### config.mk
export PLATFORM = sky130hd
export DESIGN_NAME = jlpg_cfg
export DESIGN_NICKNAME = d
export VERILOG_FILES = /design/src/rtl/jlpg_pkg.sv /design/src/rtl/jlpg_cfg.sv
export SDC_FILE = /design/constraint.sdc
export NUM_CORES = 1
export LEC_CHECK = 0
export BUFFER_PORTS_ARGS = -buffer_cell sky130_fd_sc_hd__buf_2
export CORE_MARGIN = 1
export CORE_UTILIZATION = 52
export CTS_BUF_LIST = sky130_fd_sc_hd__clkbuf_4 sky130_fd_sc_hd__clkbuf_8
export CTS_CLUSTER_DIAMETER = 120
export CTS_CLUSTER_SIZE = 16
export DETAILED_ROUTE_END_ITERATION = 7
export GPL_TIMING_DRIVEN = 0
export PLACE_DENSITY = 0.85
export SLEW_MARGIN = 15
export SYNTH_ARGS = -nofsm -noshare
export SYNTH_HDL_FRONTEND = slang
export SYNTH_SLANG_ARGS = --single-unit
### constraint.sdc
create_clock -name clk -period 1.5 [get_ports clk]
set_clock_uncertainty 0.1 [all_clocks]
set_input_delay 0.15 -clock clk [delete_from_list [all_inputs] [get_ports clk]]
set_output_delay 0.15 -clock clk [all_outputs]
set_load 0.02 [all_outputs]
### src/rtl/jlpg_pkg.sv
// Shared types, register codes and saturating helpers for the jerk limited
// profile generator. No dependencies; every other file uses it by scoped name.
package jlpg_pkg;

  // One request: start state of the motion and how many points to emit.
  typedef struct packed {
    logic signed [31:0] start_pos;
    logic signed [31:0] start_vel;
    logic signed [31:0] start_acc;
    logic        [6:0]  num_points;
  } in_t;

  // One trajectory point.
  typedef struct packed {
    logic signed [31:0] position;
    logic signed [31:0] final_vel;
    logic signed [31:0] final_acc;
    logic               last;
  } out_t;

  // Register file contents as seen by the datapath.
  typedef struct packed {
    logic [16:0] step_time;
    logic [30:0] inv_step_time;
    logic [30:0] speed_target;
    logic [30:0] accel_limit;
    logic [30:0] jerk_limit;
  } cfg_t;

  localparam int CFG_IDX_W = 3;
  localparam logic [CFG_IDX_W-1:0] REG_STEP_TIME     = 3'd0;
  localparam logic [CFG_IDX_W-1:0] REG_INV_STEP_TIME = 3'd1;
  localparam logic [CFG_IDX_W-1:0] REG_SPEED_TARGET  = 3'd2;
  localparam logic [CFG_IDX_W-1:0] REG_ACCEL_LIMIT   = 3'd3;
  localparam logic [CFG_IDX_W-1:0] REG_JERK_LIMIT    = 3'd4;

  localparam logic [16:0] RST_STEP_TIME     = 17'd1311;
  localparam logic [30:0] RST_INV_STEP_TIME = 31'd3276800;
  localparam logic [30:0] RST_SPEED_TARGET  = 31'd1441792;
  localparam logic [30:0] RST_ACCEL_LIMIT   = 31'd655360;
  localparam logic [30:0] RST_JERK_LIMIT    = 31'd655360;

  localparam logic signed [31:0] Q_MAX = 32'sh7FFF_FFFF;
  localparam logic signed [31:0] Q_MIN = 32'sh8000_0000;

  // Signed 32 bit add that saturates instead of wrapping.
  function automatic logic signed [31:0] sat_add(input logic signed [31:0] a,
                                                 input logic signed [31:0] b);
    logic signed [32:0] s;
    s = {a[31], a} + {b[31], b};
    if (s[32] != s[31]) begin
      return s[32] ? Q_MIN : Q_MAX;
    end
    return s[31:0];
  endfunction

  // Signed 32 bit subtract that saturates instead of wrapping.
  function automatic logic signed [31:0] sat_sub(input logic signed [31:0] a,
                                                 input logic signed [31:0] b);
    logic signed [32:0] s;
    s = {a[31], a} - {b[31], b};
    if (s[32] != s[31]) begin
      return s[32] ? Q_MIN : Q_MAX;
    end
    return s[31:0];
  endfunction

  // Clamp to the symmetric range [-lim, +lim].
  function automatic logic signed [31:0] clamp_sym(input logic signed [31:0] x,
                                                   input logic [30:0] lim);
    logic signed [32:0] xl;
    logic signed [32:0] pl;
    logic signed [32:0] nl;
    xl = {x[31], x};
    pl = {2'b00, lim};
    nl = -pl;
    if (xl > pl) begin
      return pl[31:0];
    end
    if (xl < nl) begin
      return nl[31:0];
    end
    return x;
  endfunction

  // True when x lies outside [-lim, +lim].
  function automatic logic over_sym(input logic signed [31:0] x,
                                    input logic [30:0] lim);
    logic signed [32:0] xl;
    logic signed [32:0] pl;
    xl = {x[31], x};
    pl = {2'b00, lim};
    return (xl > pl) || (xl < -pl);
  endfunction

endpackage

### src/rtl/jlpg_cfg.sv
// Configuration register file of the profile generator.
// Depends on jlpg_pkg for the register codes, reset values and cfg_t.
module jlpg_cfg (
  input  logic                           clk,
  input  logic                           rst,
  input  logic                           cfg_valid,
  output logic                           cfg_ready,
  input  logic [jlpg_pkg::CFG_IDX_W-1:0] cfg_index,
  input  logic [31:0]                    cfg_data,
  output jlpg_pkg::cfg_t                 regs
);

  assign cfg_ready = 1'b1;

  always_ff @(posedge clk) begin
    if (rst) begin
      regs.step_time     <= jlpg_pkg::RST_STEP_TIME;
      regs.inv_step_time <= jlpg_pkg::RST_INV_STEP_TIME;
      regs.speed_target  <= jlpg_pkg::RST_SPEED_TARGET;
      regs.accel_limit   <= jlpg_pkg::RST_ACCEL_LIMIT;
      regs.jerk_limit    <= jlpg_pkg::RST_JERK_LIMIT;
    end else if (cfg_valid && cfg_ready) begin
      unique case (cfg_index)
        jlpg_pkg::REG_STEP_TIME:     regs.step_time     <= cfg_data[16:0];
        jlpg_pkg::REG_INV_STEP_TIME: regs.inv_step_time <= cfg_data[30:0];
        jlpg_pkg::REG_SPEED_TARGET:  regs.speed_target  <= cfg_data[30:0];
        jlpg_pkg::REG_ACCEL_LIMIT:   regs.accel_limit   <= cfg_data[30:0];
        jlpg_pkg::REG_JERK_LIMIT:    regs.jerk_limit    <= cfg_data[30:0];
        default: ;
      endcase
    end
  end

endmodule

; ---- After elaboration in Yosys (flattened, before gate mapping)
; Index checks and enable logic that the tools add are counted.
[classes]
eq_ne = 4
n_reduce_logical = 6
[ops]
columns = operator, count
row1 = $reduce_and 2->1, 5
row2 = $eq 3x2->1 const B, 2
row3 = $eq 3x1->1 const B, 1
row4 = $eq 3x3->1 const B, 1
row5 = $logic_not 3->1, 1
[word_totals]
inputBits = 38
wordCells = 15
regBits = 141

; ---- Depth between registers and ports, before layout
[depth]
word_depth = 2
mapped_depth = 5
depth_no_buf = 2

; ---- Worst setup path after synthesis
; OpenSTA, ideal clock, no wires.
[synth_path]
kind = input to register
startpoint = input cfg_index[0] in the netlist's numbering
endpoint = register regs[136] in the netlist's numbering
cell_stages = 3
setup_slack_ns = 0.350
arrival_ns = 0.928
path_buffers = 1
required_ns = 1.278
path_cell_list = or4b_4 > buf_6 > mux2i_1
[synth_via]
elab_chain_cells = 2
[synth_rtl]
columns = item, line
row1 = "start, declared", jlpg_cfg.sv:8  ; input logic [jlpg_pkg::CFG_IDX_W-1:0] cfg_index,
row2 = $logic_not 3->1, jlpg_cfg.sv:23  ; unique case (cfg_index)
row3 = $reduce_and 2->1 (no line), -
row4 = "end, declared", jlpg_cfg.sv:10  ; output jlpg_pkg::cfg_t regs
; No other way between the ends.
; A chain may end at the register's enable or synchronous reset.

; ---- Worst setup path in the final report
[layout_path]
startpoint = register regs[32] in the netlist's numbering
endpoint = output regs[32] in the netlist's numbering
; No word-level cell between the ends.

==> run metrics <==
Power Internal 6.14 mW; CTS tree yes; Pins Over Slew Limit 0; Worst setup SP type flip-flop; highest net fanout along the worst path 2; Worst-Margin Slew 0.552 ns; Reg clk slew, reported paths 0.07 ns; Max Cap Violations 0; Placeable Area 10400 um2; Max stage delay cell, worst path dfxtp_1; slew margin rel. 0.632; Sequential Area 2820 um2; Max VDD drop 0.666 mV; gr usage total 0.281; final instance area ~7300 um2; Clk pwr share 0.422; post-CTS sizing 0; Setup CP Type reg2out; worst endpoint required time between 1 and 1.5 ns; final wirelength between 15000 and 20000 um; DR vias 4517; Synth Area in Adders 0; DP HPWL ~11000 um; FILL cells 743; peak per-stage delay on the critical path 0.36 ns; GPL Wtd Cong 0.800; Post-synth EDFFs 0; Setup Fix Bufs, Post-CTS 0; WP buf/inv 1; Synth top area share 0.505; first-pass GRT wire length about 24000 um; Hold Vio Cnt, Final 0; RSZ-0062 raised after global routing false; Largest delay share family, worst path flip-flops; sw frac 0.226; Post-synth top cells nand2b_1 (154), dfxtp_1 (141), mux2i_1 (141); row count 37; Synth Area in Simple Gates 0.208; H-tree depth 4; Routed Antenna Nets 0; Power Total 7.94 mW; effective utilization at floorplan 0.539; Num CTS Buffers 17; period utilization 0.817; initial drt markers 240; final core occ 0.707; Initial DRT Pass Iterations 4; DR DRC count 0; area delta synth->final 31.2%; Post-Syn Area 5590 um2; Worst EP arrival 0.98 ns; XOR/XNOR Fraction of Synth Area 0; yosys warns 0; Top Registers regs: 141 flops; top-count cell post-synth nand2b_1; top_reg_cell synth dfxtp_1; CP endpoint kind primary output; Critical Path, Cell by Cell buf_2; I/O pin cnt 180; upper clock frequency limit 816 MHz; max reg flops 141; wire per inst 17.2 um; Final Setup Violations 0; Post-DP Area 6640 um2; Leakage 3.77 nW; multi-input logic area about 2600 um2; hold_ws between 0.02 and 0.03 ns; # diodes 0; Hold WC Path Type in2reg; die span in x 106 um; clk buf depth 2; Net Count, Synth 549; Seq cells post-synth 141; cell count after synthesis 511; initial antenna violation count 0; port bufs 176; Final Critical Period 1.23 ns; Clock Latency Late Sink approximately 0.43 ns; clk root buf clkbuf_8; Synth Area in Compound Gates 0; synth top area cells dfxtp_1 (50%), mux2i_1 (25%), nand2b_1 (17%); Switching Power about 1.8 mW; Logic pwr share 0.090; vias in the first global route 4801; Biggest register regs; area leader, netlist dfxtp_1; register area share after synthesis 0.505; sinks on the clock net 141; unique cell type count in the Yosys netlist 15; main combinational cell family by area after synthesis multiplexers; total congestion overflow 0; Reg power frac 0.488; Mean Syn Cell Area 10.9 um2; fin nets 769; die height 106 um; TNS Setup 0 ns; DIE AREA 11200 um2; status finished, final reports clean; largest net degree at the start of global routing 17; multiplexer share of the synthesized area 0.252; share of layout cells above drive strength 1 0.312; vias per cell 5.13; PwrDens ~1100 nW/um2; asr flop ratio synth 0; # hold bufs at CTS 25
## per-stage QoR
stage,setup WS (ns),instances
2_1_floorplan,0.350,511
3_3_place_gp,-0.0461,823
3_5_place_dp,-0.0523,823
4_1_cts,0.262,880
5_1_grt,0.213,880
6_report,0.274,880
## cells in the final DEF (no fill, tap or decap), drive strengths merged
master	n
and4bb	2
clkbuf	42
nor4b	1
clkinv	3
mux2i	141
buf	196
nand2b	154
dfxtp	141
nand4b	1
dlygate4sd3	25
and4b	1
nor2	29
nand4bb	2
conb	1
or4b	1
bufinv	4
## layer usage
metal	up-vias	GRT usage	wire (um)
li1	2130	-	-
met5	-	0	0
met4	0	0.141	480
met1	2192	0.333	6460
met2	160	0.462	7230
met3	35	0.0816	944
## power by group through the flow
| stage | clock network, mW | logic (mW) | registers (mW) |
|---|---|---|---|
| 2_1_floorplan | 0 | 0.313 | 4.05 |
| 3_3_place_gp | 0 | 0.646 | 3.95 |
| 3_5_place_dp | 0 | 0.661 | 3.95 |
| 4_1_cts | 3.38 | 0.716 | 3.87 |
| 5_1_grt | 3.58 | 0.765 | 3.88 |
| 6_report | 3.35 | 0.718 | 3.87 |
## final cells by class
| class | instances | area share |
|---|---|---|
| Buffer | 37 | 0.0259 |
| Clock buffer | 25 | 0.0418 |
| Clock inverter | 7 | 0.0184 |
| Multi-Input combinational cell | 333 | 0.351 |
| Sequential cell | 141 | 0.385 |
| Tap cell | 136 | 0.0232 |
| Timing Repair Buffer | 201 | 0.154 |
## cell families (layout without fill, tap and decap cells)
| group | after synthesis | in the layout |
|---|---|---|
| buf+inv | 37 | 270 |
| flops | 141 | 141 |
| mux | 141 | 141 |
| other cells | 1 | 1 |
| simple gates | 191 | 191 |
## path summary, 6_finish.rpt
path	from	end	slack (ns)	depth (start not counted)
worst min register to register	regs[121]	regs[121]	0.37	2
worst max register to register	regs[23]	regs[23]	0.68	2
worst max-delay path	regs[32]	regs[32]	0.27	1
worst min-delay path	cfg_data[13]	regs[13]	0.03	3
No activity file was read; power rests on OpenSTA's default activity.
