`config.mk`:
```
export PLATFORM = sky130hd
export DESIGN_NAME = jlpg_qmul
export DESIGN_NICKNAME = d
export VERILOG_FILES = /design/src/rtl/jlpg_pkg.sv /design/src/rtl/jlpg_qmul.sv
export SDC_FILE = /design/constraint.sdc
export NUM_CORES = 2
export LEC_CHECK = 0
export BUFFER_PORTS_ARGS = -buffer_cell sky130_fd_sc_hd__buf_2
export CAP_MARGIN = 20
export CORE_MARGIN = 5
export CORE_UTILIZATION = 28
export DETAILED_ROUTE_END_ITERATION = 6
export PLACE_DENSITY = 0.41
export SKIP_CTS_REPAIR_TIMING = 1
export SLEW_MARGIN = 20
export SYNTH_ARGS = -nofsm -noshare
export SYNTH_HDL_FRONTEND = slang
export SYNTH_SLANG_ARGS = --single-unit
```
`constraint.sdc`:
```
create_clock -name clk -period 8.4 [get_ports clk]
set_input_delay 0 -clock clk [delete_from_list [all_inputs] [get_ports clk]]
set_output_delay 0 -clock clk [all_outputs]
set_load 0.03 [all_outputs]
```
`src/rtl/jlpg_pkg.sv`:
```
// Shared types, register codes and saturating helpers for the jerk limited
// profile generator. No dependencies; every other file uses it by scoped name.
package jlpg_pkg;

  // One request: start state of the motion and how many points to emit.
  typedef struct packed {
    logic signed [31:0] start_pos;
    logic signed [31:0] start_vel;
    logic signed [31:0] start_acc;
    logic        [6:0]  num_points;
  } in_t;

  // One trajectory point.
  typedef struct packed {
    logic signed [31:0] position;
    logic signed [31:0] final_vel;
    logic signed [31:0] final_acc;
    logic               last;
  } out_t;

  // Register file contents as seen by the datapath.
  typedef struct packed {
    logic [16:0] step_time;
    logic [30:0] inv_step_time;
    logic [30:0] speed_target;
    logic [30:0] accel_limit;
    logic [30:0] jerk_limit;
  } cfg_t;

  localparam int CFG_IDX_W = 3;
  localparam logic [CFG_IDX_W-1:0] REG_STEP_TIME     = 3'd0;
  localparam logic [CFG_IDX_W-1:0] REG_INV_STEP_TIME = 3'd1;
  localparam logic [CFG_IDX_W-1:0] REG_SPEED_TARGET  = 3'd2;
  localparam logic [CFG_IDX_W-1:0] REG_ACCEL_LIMIT   = 3'd3;
  localparam logic [CFG_IDX_W-1:0] REG_JERK_LIMIT    = 3'd4;

  localparam logic [16:0] RST_STEP_TIME     = 17'd1311;
  localparam logic [30:0] RST_INV_STEP_TIME = 31'd3276800;
  localparam logic [30:0] RST_SPEED_TARGET  = 31'd1441792;
  localparam logic [30:0] RST_ACCEL_LIMIT   = 31'd655360;
  localparam logic [30:0] RST_JERK_LIMIT    = 31'd655360;

  localparam logic signed [31:0] Q_MAX = 32'sh7FFF_FFFF;
  localparam logic signed [31:0] Q_MIN = 32'sh8000_0000;

  // Signed 32 bit add that saturates instead of wrapping.
  function automatic logic signed [31:0] sat_add(input logic signed [31:0] a,
                                                 input logic signed [31:0] b);
    logic signed [32:0] s;
    s = {a[31], a} + {b[31], b};
    if (s[32] != s[31]) begin
      return s[32] ? Q_MIN : Q_MAX;
    end
    return s[31:0];
  endfunction

  // Signed 32 bit subtract that saturates instead of wrapping.
  function automatic logic signed [31:0] sat_sub(input logic signed [31:0] a,
                                                 input logic signed [31:0] b);
    logic signed [32:0] s;
    s = {a[31], a} - {b[31], b};
    if (s[32] != s[31]) begin
      return s[32] ? Q_MIN : Q_MAX;
    end
    return s[31:0];
  endfunction

  // Clamp to the symmetric range [-lim, +lim].
  function automatic logic signed [31:0] clamp_sym(input logic signed [31:0] x,
                                                   input logic [30:0] lim);
    logic signed [32:0] xl;
    logic signed [32:0] pl;
    logic signed [32:0] nl;
    xl = {x[31], x};
    pl = {2'b00, lim};
    nl = -pl;
    if (xl > pl) begin
      return pl[31:0];
    end
    if (xl < nl) begin
      return nl[31:0];
    end
    return x;
  endfunction

  // True when x lies outside [-lim, +lim].
  function automatic logic over_sym(input logic signed [31:0] x,
                                    input logic [30:0] lim);
    logic signed [32:0] xl;
    logic signed [32:0] pl;
    xl = {x[31], x};
    pl = {2'b00, lim};
    return (xl > pl) || (xl < -pl);
  endfunction

endpackage

```
`src/rtl/jlpg_qmul.sv`:
```
// Shared Q16.16 multiplier: registered 32x32 product, then round to nearest
// (ties away from zero), saturate and register the result.
module jlpg_qmul (
  input  logic               clk,
  input  logic signed [31:0] op_a,
  input  logic signed [31:0] op_b,
  output logic signed [31:0] res
);

  logic signed [63:0] prod;
  logic               neg;
  logic        [63:0] mag;
  logic        [63:0] rnd;
  logic        [47:0] q;
  logic signed [31:0] res_next;

  always_ff @(posedge clk) begin
    prod <= op_a * op_b;
  end

  always_comb begin
    neg = prod[63];
    mag = neg ? 64'(-prod) : 64'(prod);
    rnd = mag + 64'd32768;
    q   = rnd[63:16];
    if (!neg) begin
      res_next = (q > 48'h0000_7FFF_FFFF) ? jlpg_pkg::Q_MAX : q[31:0];
    end else begin
      res_next = (q > 48'h0000_8000_0000) ? jlpg_pkg::Q_MIN : -q[31:0];
    end
  end

  always_ff @(posedge clk) begin
    res <= res_next;
  end

endmodule

```
Word level (Yosys, flattened, before mapping):

Index checks and enable logic that the tools add are counted.

* add/subtract/negate cells: 3
* $mul: 1
* $lt $le $gt $ge: 2
* mux-type cells: 4

Operators with widths (count)
* $mux 32: 3
* $add 64x16->64 const B: 1
* $mul 32x32->64: 1
* $mux 64: 1
* $neg 64->64: 1
* $gt 48x31->1 const B: 1
* $gt 48x32->1 const B: 1
* $neg 32->32: 1

* flip-flop bits (word level): 96
* word-level logic and storage cells: 12

Longest topological paths before layout:

* word-level depth: 6
* depth in mapped cells: 33
* mapped depth without buffers: 31

Least setup slack after synthesis:

OpenSTA, ideal clock, no wires.

* path type: input to register
* start: input port op_b[3]
* end: register prod[62]
* data arrival time: 7.342 ns
* required time: 8.328 ns
* setup slack: 0.987 ns
* stages: 27
* path through: clkbuf_1 > nand2_1 > fa_1 > fa_1 > inv_1 > fa_1 > fa_1 > fa_1 > fa_1 > fa_1 > inv_1 > fa_1 > inv_1 > ha_1 > nand2_1 > o21ai_0 > a211oi_1 > o41ai_1 > nor3b_1 > a211oi_1 > o21ai_0 > a41oi_1 > o21ai_0 > nand2b_1 > nand2_1 > o21ai_0 > xor2_1

* word-level cells in the longest chain between the ends: 1

RTL lines
* start, declared: line jlpg_qmul.sv:6 `input logic signed [31:0] op_b,`
* $mul 32x32->64: line jlpg_qmul.sv:18 `prod <= op_a * op_b;`
* end signal, assigned: line jlpg_qmul.sv:18
* end, declared: line jlpg_qmul.sv:10 `logic signed [63:0] prod;`

Every way passes these cells.

Final worst setup path:

* start: input port op_b[7]
* end: register prod[40]

The elaborated chain is that of the path after synthesis.

==> results <==
- The run finished with clean final reports.
- The floorplan step defined a die boundary enclosing 0.159 mm².
- The capturing point of the worst reg2reg path is res[23]$_DFF_P_.
- Global routing used between 10% and 20% of the available tracks across all layers.
- The stage delay of the slowest cell on the critical path is 0.73 ns.
- In the final routed layout, each cell accounts on average for 18.6 µm.
- At the worst endpoint, the arrival time is 8.10 ns.
- Dividing the detail-routed via count by the number of cells gives 4.52.
- The worst hold path terminates at prod[0]$_DFF_P_.
- The area overhead of the layout relative to synthesis is 7.94%.
- At the later pin of the worst-skew pair, clock insertion delay measures 0.37 ns.
- The top cell type by area accounts for 51.1% of the synthesized area.
- Counting the fill cells in the layout gives 15942.
- The combined area of all synthesized cells is 0.0424 mm².
- The slowest cell on the critical path is o21ai_0.
- The count of final max-slew check failures came to 0.
- STA classifies the critical path endpoint as a register.
- The share of async-settable or async-resettable flops after synthesis is 0%.
- The initial antenna violation count is 10.
- Averaged over all synthesized cells, the footprint is 9.15 µm².
- The worst reg-to-reg path cell count is 14.
- The total overflow left after global routing is 0.
- The worst setup slack for register-to-register paths is between 2 and 2.5 ns.
- After routing the design area is 0.0457 mm².
- The startpoint identified for the worst hold timing path is op_b[0].
- In the synthesized netlist the dominant register cell turns out to be dfxtp_1.
- The slew at the pin closest to its max-slew limit is between 1 and 1.5 ns.
- The core region is approximately 0.15 mm².
- The share of cells above drive strength 1 is ~6.2%.
- Summing all placed instances gives a cell area of 0.0454 mm².
- The number of synthesis warnings is 0.
- The beginning of the worst register-to-register path is prod[11]$_DFF_P_.
- Adding up every negative setup slack in the final design gives 0 ns.
- The required time at the endpoint of the critical path is between 8 and 9 ns.
- The distinct cell type count after synthesis is 85.
- Measured along the x axis, the die boundary spans around 400 µm.
- The buffer depth of the longest clock path is 2.
- In this design, the critical path's most frequently occurring cell is fa_1.
- The clock net in this run drives a total of between 90 and 100 sinks.
- The number of nets produced by synthesis is 5965.
- The final cell utilization of the core is 30.4%.
- Clock-pin slew was measured on the worst setup and hold paths at 0.07 ns.
- Yosys attributes the largest share of cell area to fa_1 51%, inv_1 9.0%, and2_1 7.5%.
- Wires add up to 124000 µm.
- The net count of the finished layout is 5943.
- For this configuration, the core starts out at a cell density of 28.2%.
- The last weighted congestion value of the routability-driven placer is 0.797.
- Yosys mapped a number of flops with a built-in enable equal to 0.
- TritonCTS built the clock tree.
- Along the worst hold path, the cell count comes to 3.
- The height of the die is approximately 400 µm.
- The number of buffers inserted during clock tree synthesis is 9.
- The total I/O pin count is 97.
- For this block, the via count after detailed routing is 30021.
- Setup repair after global routing left no endpoint under its margin.
- The maximum number of pins on one net before global-route repair is 45.
- The max-capacitance violation count is 0.
- The final-report hold violation count was 0.
- The pre-CTS setup slack is 0.00144 ns.
- Sequential elements use between 4 and 5% of the synthesized area.
- For the finished layout, the period the worst path requires is roughly 8 ns.
- Timing would allow up to 128 MHz.
- STA classifies the critical path startpoint as an input pin.
- The largest clock skew in the final design is just over 0.009 ns.
- The worst-path maximum fanout is 17.
- The synthesized netlist cell count is 4631.
- The largest total area in the synthesized netlist belongs to fa_1.
- Counting flops and latches in the post-synthesis netlist gives 96.
- The DRC violation count after routing is 0.
- The initialized floorplan defines 142 standard-cell rows.
- The count of final setup violators is 0.
- After layout, the worst setup slack is 0.561 ns.
- After legalization and detailed placement, the total HPWL measured 108000 µm.
- The worst slew margin relative to its limit is 30.7%.
- The quantity of I/O buffers inserted on ports is 96.
- The type of the worst min-delay path is input pin to register.
- For this run, the detailed router's first-pass iteration total came to 5.
- The remaining number of nets flagged by the antenna check after routing is 0.
- The kind of critical path is input pin to register.
- The clock tree root driver cell is clkbuf_16.
- The H-tree generated during clock tree synthesis spans 3 levels.
- The global-route wire length before repair is around 200000 µm.
- The final critical-path share of the clock period is roughly 93%.
- The detailed router finished its first iteration with approximately 1400 violations.
- The number of global-route vias before repair is 33907.
==> layout by cell type (no fill, tap or decap), types with 60 or more instances in the layout <==
cell type  synthesis  final
and2_1           509    509
o21ai_0           61     61
nor2_1           104    104
xnor2_1          100    100
a21oi_1           94     94
inv_1           1012   1012
ha_1             187    187
buf_2              6     91
dfxtp_1           96     95
xor2_1            60     60
buf_4              1    107
fa_1            1082   1082
nand2_1          574    574
==> worst max-delay path: cells and delay by family <==
| kind | cells | cell delay [ns] |
|---|---|---|
| adders and majority gates | 9 | 4.26 |
| AOI/OAI and AO/OA | 5 | 1.41 |
| xor gates and xnor gates | 1 | 0.19 |
| and+or+nand+nor | 7 | 1.37 |
| buffers and inverters | 6 | 0.85 |
==> synth_stat cells, types with 8 or more instances <==
| library cell | number |
|---|---|
| fa_1 | 1082 |
| inv_1 | 1012 |
| nand2_1 | 574 |
| and2_1 | 509 |
| clkbuf_1 | 232 |
| ha_1 | 187 |
| nor2_1 | 104 |
| xnor2_1 | 100 |
| dfxtp_1 | 96 |
| a21oi_1 | 94 |
| o21ai_0 | 61 |
| xor2_1 | 60 |
| nand3_1 | 44 |
| nor3_1 | 41 |
| a21o_1 | 35 |
| a31oi_1 | 22 |
| nand2b_1 | 22 |
| or3_1 | 22 |
| and3_1 | 20 |
| nor4_1 | 19 |
| or4_1 | 19 |
| nand4_1 | 16 |
| nor2b_1 | 16 |
| o21bai_1 | 16 |
| o31ai_1 | 16 |
| a211oi_1 | 14 |
| o211ai_1 | 13 |
| a221oi_2 | 11 |
| nor3b_1 | 11 |
| or2_2 | 11 |
| o21a_1 | 10 |
| and4_1 | 8 |
==> stage by stage <==
step	instances	hold slack, ns
6_report	6635	0.363
3_3_place_gp	6614	0.441
4_1_cts	6630	0.376
3_5_place_dp	6614	0.443
2_1_floorplan	4631	0.127
5_1_grt	6633	0.390
==> registers in the layout, summed over array words and instances, names as in the netlist <==
signal,flops
prod,64
res,32
==> metal layers <==
layer,global-route usage (%),up-vias,part of all wire [%]
li1,-,13746,-
met1,22.2,15832,47
met2,28.8,387,50
met3,0.783,56,1.9
met4,1.95,0,1.2
met5,0,-,0
==> cell type report <==
cell class,instances,area (µm²),share of cell area (%)
Clock buffer,9,225,0.493
Tap cell,2016,2520,5.52
Sequential cell,96,1930,4.21
Clock inverter,7,56.3,0.123
Timing Repair Buffer,212,1480,3.23
Inverter,1013,3800,8.32
Multi-Input combinational cell,3277,35700,78.1
Antenna cell,5,12.5,0.0274
==> worst max-delay path by stage <==
stage	startpoint	to	slack [ns]	depth (start not counted)
2_1_floorplan	op_b[3]	prod[62]$_DFF_P_	0.99	27
3_3_place_gp	op_b[8]	prod[63]$_DFF_P_	0.08	27
3_5_place_dp	op_b[9]	prod[62]$_DFF_P_	0.001	29
4_1_cts	op_b[9]	prod[62]$_DFF_P_	0.38	29
5_1_grt	op_b[14]	prod[53]$_DFF_P_	0.08	29
6_report	op_b[7]	prod[40]$_DFF_P_	0.56	28
==> kinds of logic (layout without fill, tap and decap cells) <==
group                    count (synthesis)  count (layout)  synth area share, %
AND/OR/NAND/NOR                       1464            1464                 17.7
adder cells (fa/ha/maj)               1269            1269                 56.7
buffers and inverters                 1258            1241                 11.2
AO/OA/AOI/OAI                          373             373                 6.25
XOR/XNOR                               160             160                 3.31
flip-flops                              96              96                 4.54
multiplexers                            11              11                0.281
other                                    0               5                    0
Power is not shown: default switching activity piles up to over one toggle a cycle in this logic, so the estimate is an artifact.
